**config.mk**
```make
export PLATFORM = sky130hd
export DESIGN_NAME = life_generation_row_stencil_top
export DESIGN_NICKNAME = d
export VERILOG_FILES = /design/src/rtl/lgrs_pkg.sv /design/src/rtl/life_generation_row_stencil_top.sv /design/src/rtl/lgrs_cell.sv /design/src/rtl/lgrs_fifo.sv
export SDC_FILE = /design/constraint.sdc
export NUM_CORES = 2
export LEC_CHECK = 0
export ABC_CLOCK_PERIOD_IN_PS = 11750
export BUFFER_PORTS_ARGS = -buffer_cell sky130_fd_sc_hd__buf_4
export CORE_MARGIN = 4
export CORE_UTILIZATION = 40
export CTS_BUF_LIST = sky130_fd_sc_hd__clkbuf_8 sky130_fd_sc_hd__clkbuf_16
export CTS_CLUSTER_SIZE = 16
export DETAILED_ROUTE_END_ITERATION = 7
export GPL_TIMING_DRIVEN = 1
export SKIP_LAST_GASP = 1
export SLEW_MARGIN = 20
export SYNTH_ARGS = -nofsm -noshare
export SYNTH_HDL_FRONTEND = slang
export SYNTH_SLANG_ARGS = --single-unit
```
**constraint.sdc**
```tcl
create_clock -name i_clk -period 11.75 [get_ports i_clk]
set_input_delay 1.175 -clock i_clk [delete_from_list [all_inputs] [get_ports i_clk]]
set_output_delay 1.175 -clock i_clk [all_outputs]
set_load 0.01 [all_outputs]
```
**src/rtl/lgrs_pkg.sv**
```systemverilog
package lgrs_pkg;

    localparam int ROW_BITS   = 64;
    localparam int WIDTH_BITS = 7;
    localparam int FIFO_DEPTH = 4;
    localparam int PTR_BITS   = 2;
    localparam int CNT_BITS   = 3;

    localparam logic [3:0] BIRTH_COUNT   = 4'd3;
    localparam logic [3:0] SURVIVE_COUNT = 4'd2;

    // one column's bits as seen by its neighbors, already masked to the grid
    typedef struct packed {
        logic above;
        logic mid;
        logic cur;
    } t_col;

    typedef struct packed {
        logic [ROW_BITS-1:0] cells;
        logic                eog;
    } t_res;

    function automatic logic life_rule(input logic [3:0] n, input logic alive);
        return (n == BIRTH_COUNT) || ((n == SURVIVE_COUNT) && alive);
    endfunction

endpackage

```
**src/rtl/life_generation_row_stencil_top.sv**
```systemverilog
// channel   direction  handshake                  payload
// row       in         i_row_valid / o_row_stall  i_row_cells, i_last_row
// result    out        o_res_valid / i_res_stall  o_next_cells, o_end_of_grid
// config    in         i_cfg_we                   i_cfg_wdata (grid width)
//
// one row is taken every cycle unless o_row_stall is high; the column cells form the stencil
// combinationally and results are registered in a four-entry queue.
// the row side stalls while the queue has fewer than two free entries.
// synchronous active-low reset empties the queue, clears held rows, width 64.
module life_generation_row_stencil_top
    import lgrs_pkg::*;
#(
    parameter int MAX_WIDTH = 64
) (
    input  logic                  i_clk,
    input  logic                  i_rst_n,
    input  logic                  i_row_valid,
    output logic                  o_row_stall,
    input  logic [ROW_BITS-1:0]   i_row_cells,
    input  logic                  i_last_row,
    output logic                  o_res_valid,
    input  logic                  i_res_stall,
    output logic [ROW_BITS-1:0]   o_next_cells,
    output logic                  o_end_of_grid,
    input  logic                  i_cfg_we,
    input  logic [WIDTH_BITS-1:0] i_cfg_wdata
);

    localparam logic [WIDTH_BITS-1:0] MAX_W = WIDTH_BITS'(MAX_WIDTH);

    logic [WIDTH_BITS-1:0] r_width;
    logic                  r_held;
    logic [WIDTH_BITS-1:0] w_eff;
    logic                  w_acc;
    logic [ROW_BITS-1:0]   w_next_a;
    logic [ROW_BITS-1:0]   w_next_b;
    t_col                  w_col [MAX_WIDTH];
    logic [1:0]            w_n_push;
    t_res                  w_wr0;
    t_res                  w_wr1;
    t_res                  w_rd;
    logic                  w_no_room;

    assign w_eff = (r_width > MAX_W) ? MAX_W : r_width;
    assign o_row_stall = w_no_room;
    assign w_acc = i_row_valid & ~w_no_room;

    always_ff @(posedge i_clk) begin
        if (!i_rst_n) begin
            r_width <= WIDTH_BITS'(64);
            r_held  <= 1'b0;
        end else begin
            if (i_cfg_we) begin
                r_width <= i_cfg_wdata;
            end
            if (w_acc) begin
                r_held <= ~i_last_row;
            end
        end
    end

    for (genvar k = 0; k < MAX_WIDTH; k++) begin : g_col
        t_col w_left;
        t_col w_right;
        logic w_en;

        assign w_en = (WIDTH_BITS'(k) < w_eff);
        if (k == 0) begin : g_l0
            assign w_left = '0;
        end else begin : g_l
            assign w_left = w_col[k-1];
        end
        if (k == MAX_WIDTH - 1) begin : g_r0
            assign w_right = '0;
        end else begin : g_r
            assign w_right = w_col[k+1];
        end

        lgrs_cell u_cell (
            .i_clk    (i_clk),
            .i_rst_n  (i_rst_n),
            .i_en     (w_en),
            .i_load   (w_acc),
            .i_last   (i_last_row),
            .i_cur    (i_row_cells[k]),
            .i_left   (w_left),
            .i_right  (w_right),
            .o_col    (w_col[k]),
            .o_next_a (w_next_a[k]),
            .o_next_b (w_next_b[k])
        );
    end

    if (MAX_WIDTH < ROW_BITS) begin : g_pad
        assign w_next_a[ROW_BITS-1:MAX_WIDTH] = '0;
        assign w_next_b[ROW_BITS-1:MAX_WIDTH] = '0;
    end

    // held row first, then the flushed last row
    always_comb begin
        w_n_push = 2'(w_acc & r_held) + 2'(w_acc & i_last_row);
        w_wr1.cells = w_next_b;
        w_wr1.eog   = 1'b1;
        if (r_held) begin
            w_wr0.cells = w_next_a;
            w_wr0.eog   = 1'b0;
        end else begin
            w_wr0 = w_wr1;
        end
    end

    lgrs_fifo u_fifo (
        .i_clk     (i_clk),
        .i_rst_n   (i_rst_n),
        .i_n_push  (w_n_push),
        .i_wr0     (w_wr0),
        .i_wr1     (w_wr1),
        .i_pop     (~i_res_stall),
        .o_valid   (o_res_valid),
        .o_rd      (w_rd),
        .o_no_room (w_no_room)
    );

    assign o_next_cells  = w_rd.cells;
    assign o_end_of_grid = w_rd.eog;

endmodule

```
**src/rtl/lgrs_cell.sv**
```systemverilog
module lgrs_cell
    import lgrs_pkg::*;
(
    input  logic i_clk,
    input  logic i_rst_n,
    input  logic i_en,
    input  logic i_load,
    input  logic i_last,
    input  logic i_cur,
    input  t_col i_left,
    input  t_col i_right,
    output t_col o_col,
    output logic o_next_a,
    output logic o_next_b
);

    logic r_above;
    logic r_mid;
    logic w_cur;
    logic [3:0] w_n_a;
    logic [3:0] w_n_b;

    assign w_cur = i_cur & i_en;

    // held rows may carry bits beyond a narrowed width, so mask on the way out
    assign o_col.above = r_above & i_en;
    assign o_col.mid   = r_mid & i_en;
    assign o_col.cur   = w_cur;

    // result for the held middle row, incoming row below it
    assign w_n_a = 4'(i_left.above) + 4'(o_col.above) + 4'(i_right.above)
                 + 4'(i_left.mid) + 4'(i_right.mid)
                 + 4'(i_left.cur) + 4'(o_col.cur) + 4'(i_right.cur);

    // result for the incoming row with a dead row below
    assign w_n_b = 4'(i_left.mid) + 4'(o_col.mid) + 4'(i_right.mid)
                 + 4'(i_left.cur) + 4'(i_right.cur);

    assign o_next_a = i_en & life_rule(w_n_a, o_col.mid);
    assign o_next_b = i_en & life_rule(w_n_b, o_col.cur);

    always_ff @(posedge i_clk) begin
        if (!i_rst_n) begin
            r_above <= 1'b0;
            r_mid   <= 1'b0;
        end else if (i_load) begin
            if (i_last) begin
                r_above <= 1'b0;
                r_mid   <= 1'b0;
            end else begin
                r_above <= r_mid;
                r_mid   <= w_cur;
            end
        end
    end

endmodule

```
**src/rtl/lgrs_fifo.sv**
```systemverilog
module lgrs_fifo
    import lgrs_pkg::*;
(
    input  logic         i_clk,
    input  logic         i_rst_n,
    input  logic [1:0]   i_n_push,
    input  t_res         i_wr0,
    input  t_res         i_wr1,
    input  logic         i_pop,
    output logic         o_valid,
    output t_res         o_rd,
    output logic         o_no_room
);

    t_res                mem [FIFO_DEPTH];
    logic [PTR_BITS-1:0] r_wr_ptr;
    logic [PTR_BITS-1:0] r_rd_ptr;
    logic [CNT_BITS-1:0] r_count;
    logic [PTR_BITS-1:0] w_wr_ptr1;
    logic                w_pop;

    assign w_wr_ptr1 = r_wr_ptr + PTR_BITS'(1);
    assign o_valid   = (r_count != '0);
    assign w_pop     = i_pop & o_valid;
    assign o_rd      = mem[r_rd_ptr];
    // one request may bring two results
    assign o_no_room = (r_count > CNT_BITS'(FIFO_DEPTH - 2));

    always_ff @(posedge i_clk) begin
        if (!i_rst_n) begin
            r_wr_ptr <= '0;
            r_rd_ptr <= '0;
            r_count  <= '0;
        end else begin
            r_wr_ptr <= r_wr_ptr + PTR_BITS'(i_n_push);
            r_rd_ptr <= r_rd_ptr + PTR_BITS'(w_pop);
            r_count  <= r_count + CNT_BITS'(i_n_push) - CNT_BITS'(w_pop);
        end
    end

    always_ff @(posedge i_clk) begin
        if (i_n_push != 2'd0) begin
            mem[r_wr_ptr] <= i_wr0;
        end
        if (i_n_push == 2'd2) begin
            mem[w_wr_ptr1] <= i_wr1;
        end
    end

endmodule

```
==> metrics.cfg <==
[routing]
viasPerCell=5.68
wl_per_cell_um=23.5
antenna_left=0
dr.pass1.iters=6
vias=27607
drc=0
drt-total-wl_mm=114
first_iter_violations=2384

[timing]
relSlewSlack=0.223
fin_tns_setup_ps=0
report.final.slew_viol_count=0
worst_pin_slew_ps=1170
period_minus_slack_ps=5820
hold_viol=0
setup_viol=0
hold_ws_ps=445
rsz0062_at_grt=false
fin_worst_skew_ps=31.9
max_freq_ghz=0.172
post-route-period-util=0.495

[worst_setup_path]
cp_top_family=simple AND/OR/NAND/NOR gates
worstSetupStartpointType=flop
cp_max_fo=24
crit_path_max_incr_delay_ps=960
critical_path_arrival_ps=6260
crit_required_ps=12200
cp_common_cell=fa_1
cp_num_buf_inv=2
path_cells=and4b_1 > a2bb2oi_1 > nand2_1 > xnor2_1 > fa_1 > fa_1 > inv_1 > fa_1 > inv_1 > fa_1 > a2111oi_0 > a21oi_1 > or4_1 > o22ai_1
crit_slowest_cell=dfxtp_1
cp-end-kind=flop
setup.worst_path.class=reg -> reg

[grt]
grt_max_degree=83
grt_pass1_wl_mm=173
grt_overflow=0
grt_pass1_vias=27601
grt_use_total=0.243
antenna_found_initial=3

[clocking]
cts_tree=built
numCtsBuffers=50
clk_path_buf_depth=3
cts_root_buf=clkbuf_16
cts.repair.resized=0
insertion_delay_ps=620
hold_buffers=0
clock_sinks=403
h-tree-depth=2
post_cts_buffers=0
clk_pin_slew_ps=60

[floorplan]
num_rows=109
die_h_um=307
start_util=0.404
die_area_sq_um=94400
ios=144
die_w_um=307
core_sq_um=88600

[layout]
final_common_cell=inv_1
nFillCells=8439
drive_above_1_share=0.107
layout_common_cells=inv_1 (677), fa_1 (375), nand2_1 (347)
nNetsFinal=4372
synthToLayoutAreaGrowth_pct=11.5

[logic_synthesis]
synthFlopType=edfxtp_1
synthArstFlopShare=0
netlist_area_sq_um=35800
yosysWarnings=0
synth-seq-cells=403
ys_types=81
synth-edff-count=256
synth_nets=4291
ys_seq_area_frac=0.297
synth.avg_cell_area_sq_um=10.0
syn_inst=3571

[min_path]
hp-class=reg -> reg

[pwr]
design_power_total_mw=5.45
p_leak_nw=17.3
ir_drop_uv=97.6
p_per_area_nw_per_um2=136

[run_status]
status=finished clean

[job]
maxCapViolCount=0

[placed_design]
routabilityCongestion=0.867
place_hpwl_mm=80.7
portBuffers=143

[routing by layer]
metal	routed length, um	track usage	vias to the layer above
li1	-	-	12469
met1	48300	0.332	13802
met2	50600	0.379	1136
met3	11300	0.0649	200
met4	4200	0.0798	0
met5	0	0	-
[kinds of logic after synthesis]
| group | count (synthesis) | synth area share |
|---|---|---|
| mux | 100 | 0.0514 |
| buf+inv | 827 | 0.0881 |
| compound gates | 697 | 0.133 |
| flops | 403 | 0.297 |
| fa+ha+maj | 643 | 0.303 |
| simple gates | 845 | 0.114 |
| xor+xnor | 56 | 0.0137 |
[flip-flops by register name (all words and copies together), names as in the netlist]
name / flops
r_width: 7
g_col.u_cell.r_mid: 64
u_fifo.mem: 260
u_fifo.r_rd_ptr: 2
u_fifo.r_wr_ptr: 2
u_fifo.r_count: 3
r_held: 1
g_col.u_cell.r_above: 64
[worst register-to-register path, stage by stage (launching register included)]
cell and delay (ps):
dfxtp_1 960, and4b_1 910, a2bb2oi_1 530, nand2_1 290, xnor2_1 240, fa_1 450
fa_1 430, inv_1 80, fa_1 180, inv_1 60, fa_1 370, a2111oi_0 350
a21oi_1 80, or4_1 550, o22ai_1 190
[cell usage after synthesis (20+ instances only)]
cell	instances	area, sq um
nor3_1	43	215
nand3_1	22	110
buf_2	30	150
a21boi_0	55	413
o21bai_1	34	255
clkbuf_1	114	428
o21ai_0	97	485
a21oi_1	61	305
nor2_1	167	627
fa_1	375	7510
mux4_2	65	1460
o32ai_1	36	315
o22ai_1	182	1140
a211oi_1	21	158
nor2b_1	81	507
o21ai_1	25	125
xnor2_1	51	447
nand2_1	353	1330
and2_1	21	131
mux2_2	20	225
dfxtp_1	147	2940
inv_1	670	2510
ha_1	268	3350
nand3b_1	54	405
edfxtp_1	256	7690
o2111ai_1	57	499
[area by class of cell]
type	count	area (sq um)	share of cell area
multi-input combinational	2341	22100	0.554
sequential	403	10600	0.266
inverter	671	2520	0.0630
tap	1165	1460	0.0365
timing repair buffer	185	1390	0.0348
clock buffer	58	1370	0.0343
clock inverter	35	429	0.0107
antenna	1	2.50	0.0000626
[power by group]
group	internal [mW]	switching, mW	total, mW
sequential	1.63	0.0637	1.69
combinational	0.764	1.28	2.04
clock	1.05	0.661	1.71
[final timing paths]
kind / from / endpoint / slack [ps] / cells past startpoint
min: u_fifo.mem[3][0] / u_fifo.mem[3][0] / 450 / 2
max: r_width[2] / u_fifo.mem[3][48] / 5930 / 14
max reg2reg: r_width[2] / u_fifo.mem[3][48] / 5930 / 14
min reg2reg: u_fifo.mem[3][0] / u_fifo.mem[3][0] / 450 / 2
[metrics by stage]
stage	worst slack (ps)	cell area, sq um	utilization	instances
global placement	6140	38100	0.430	4765
floorplan	6990	35800	-	3571
detailed placement	6010	38100	0.430	4765
CTS	5980	39900	0.451	4858
finish	5930	40000	0.451	4859
global route	5600	40000	0.451	4858
Power figures use the tool's default switching activity.
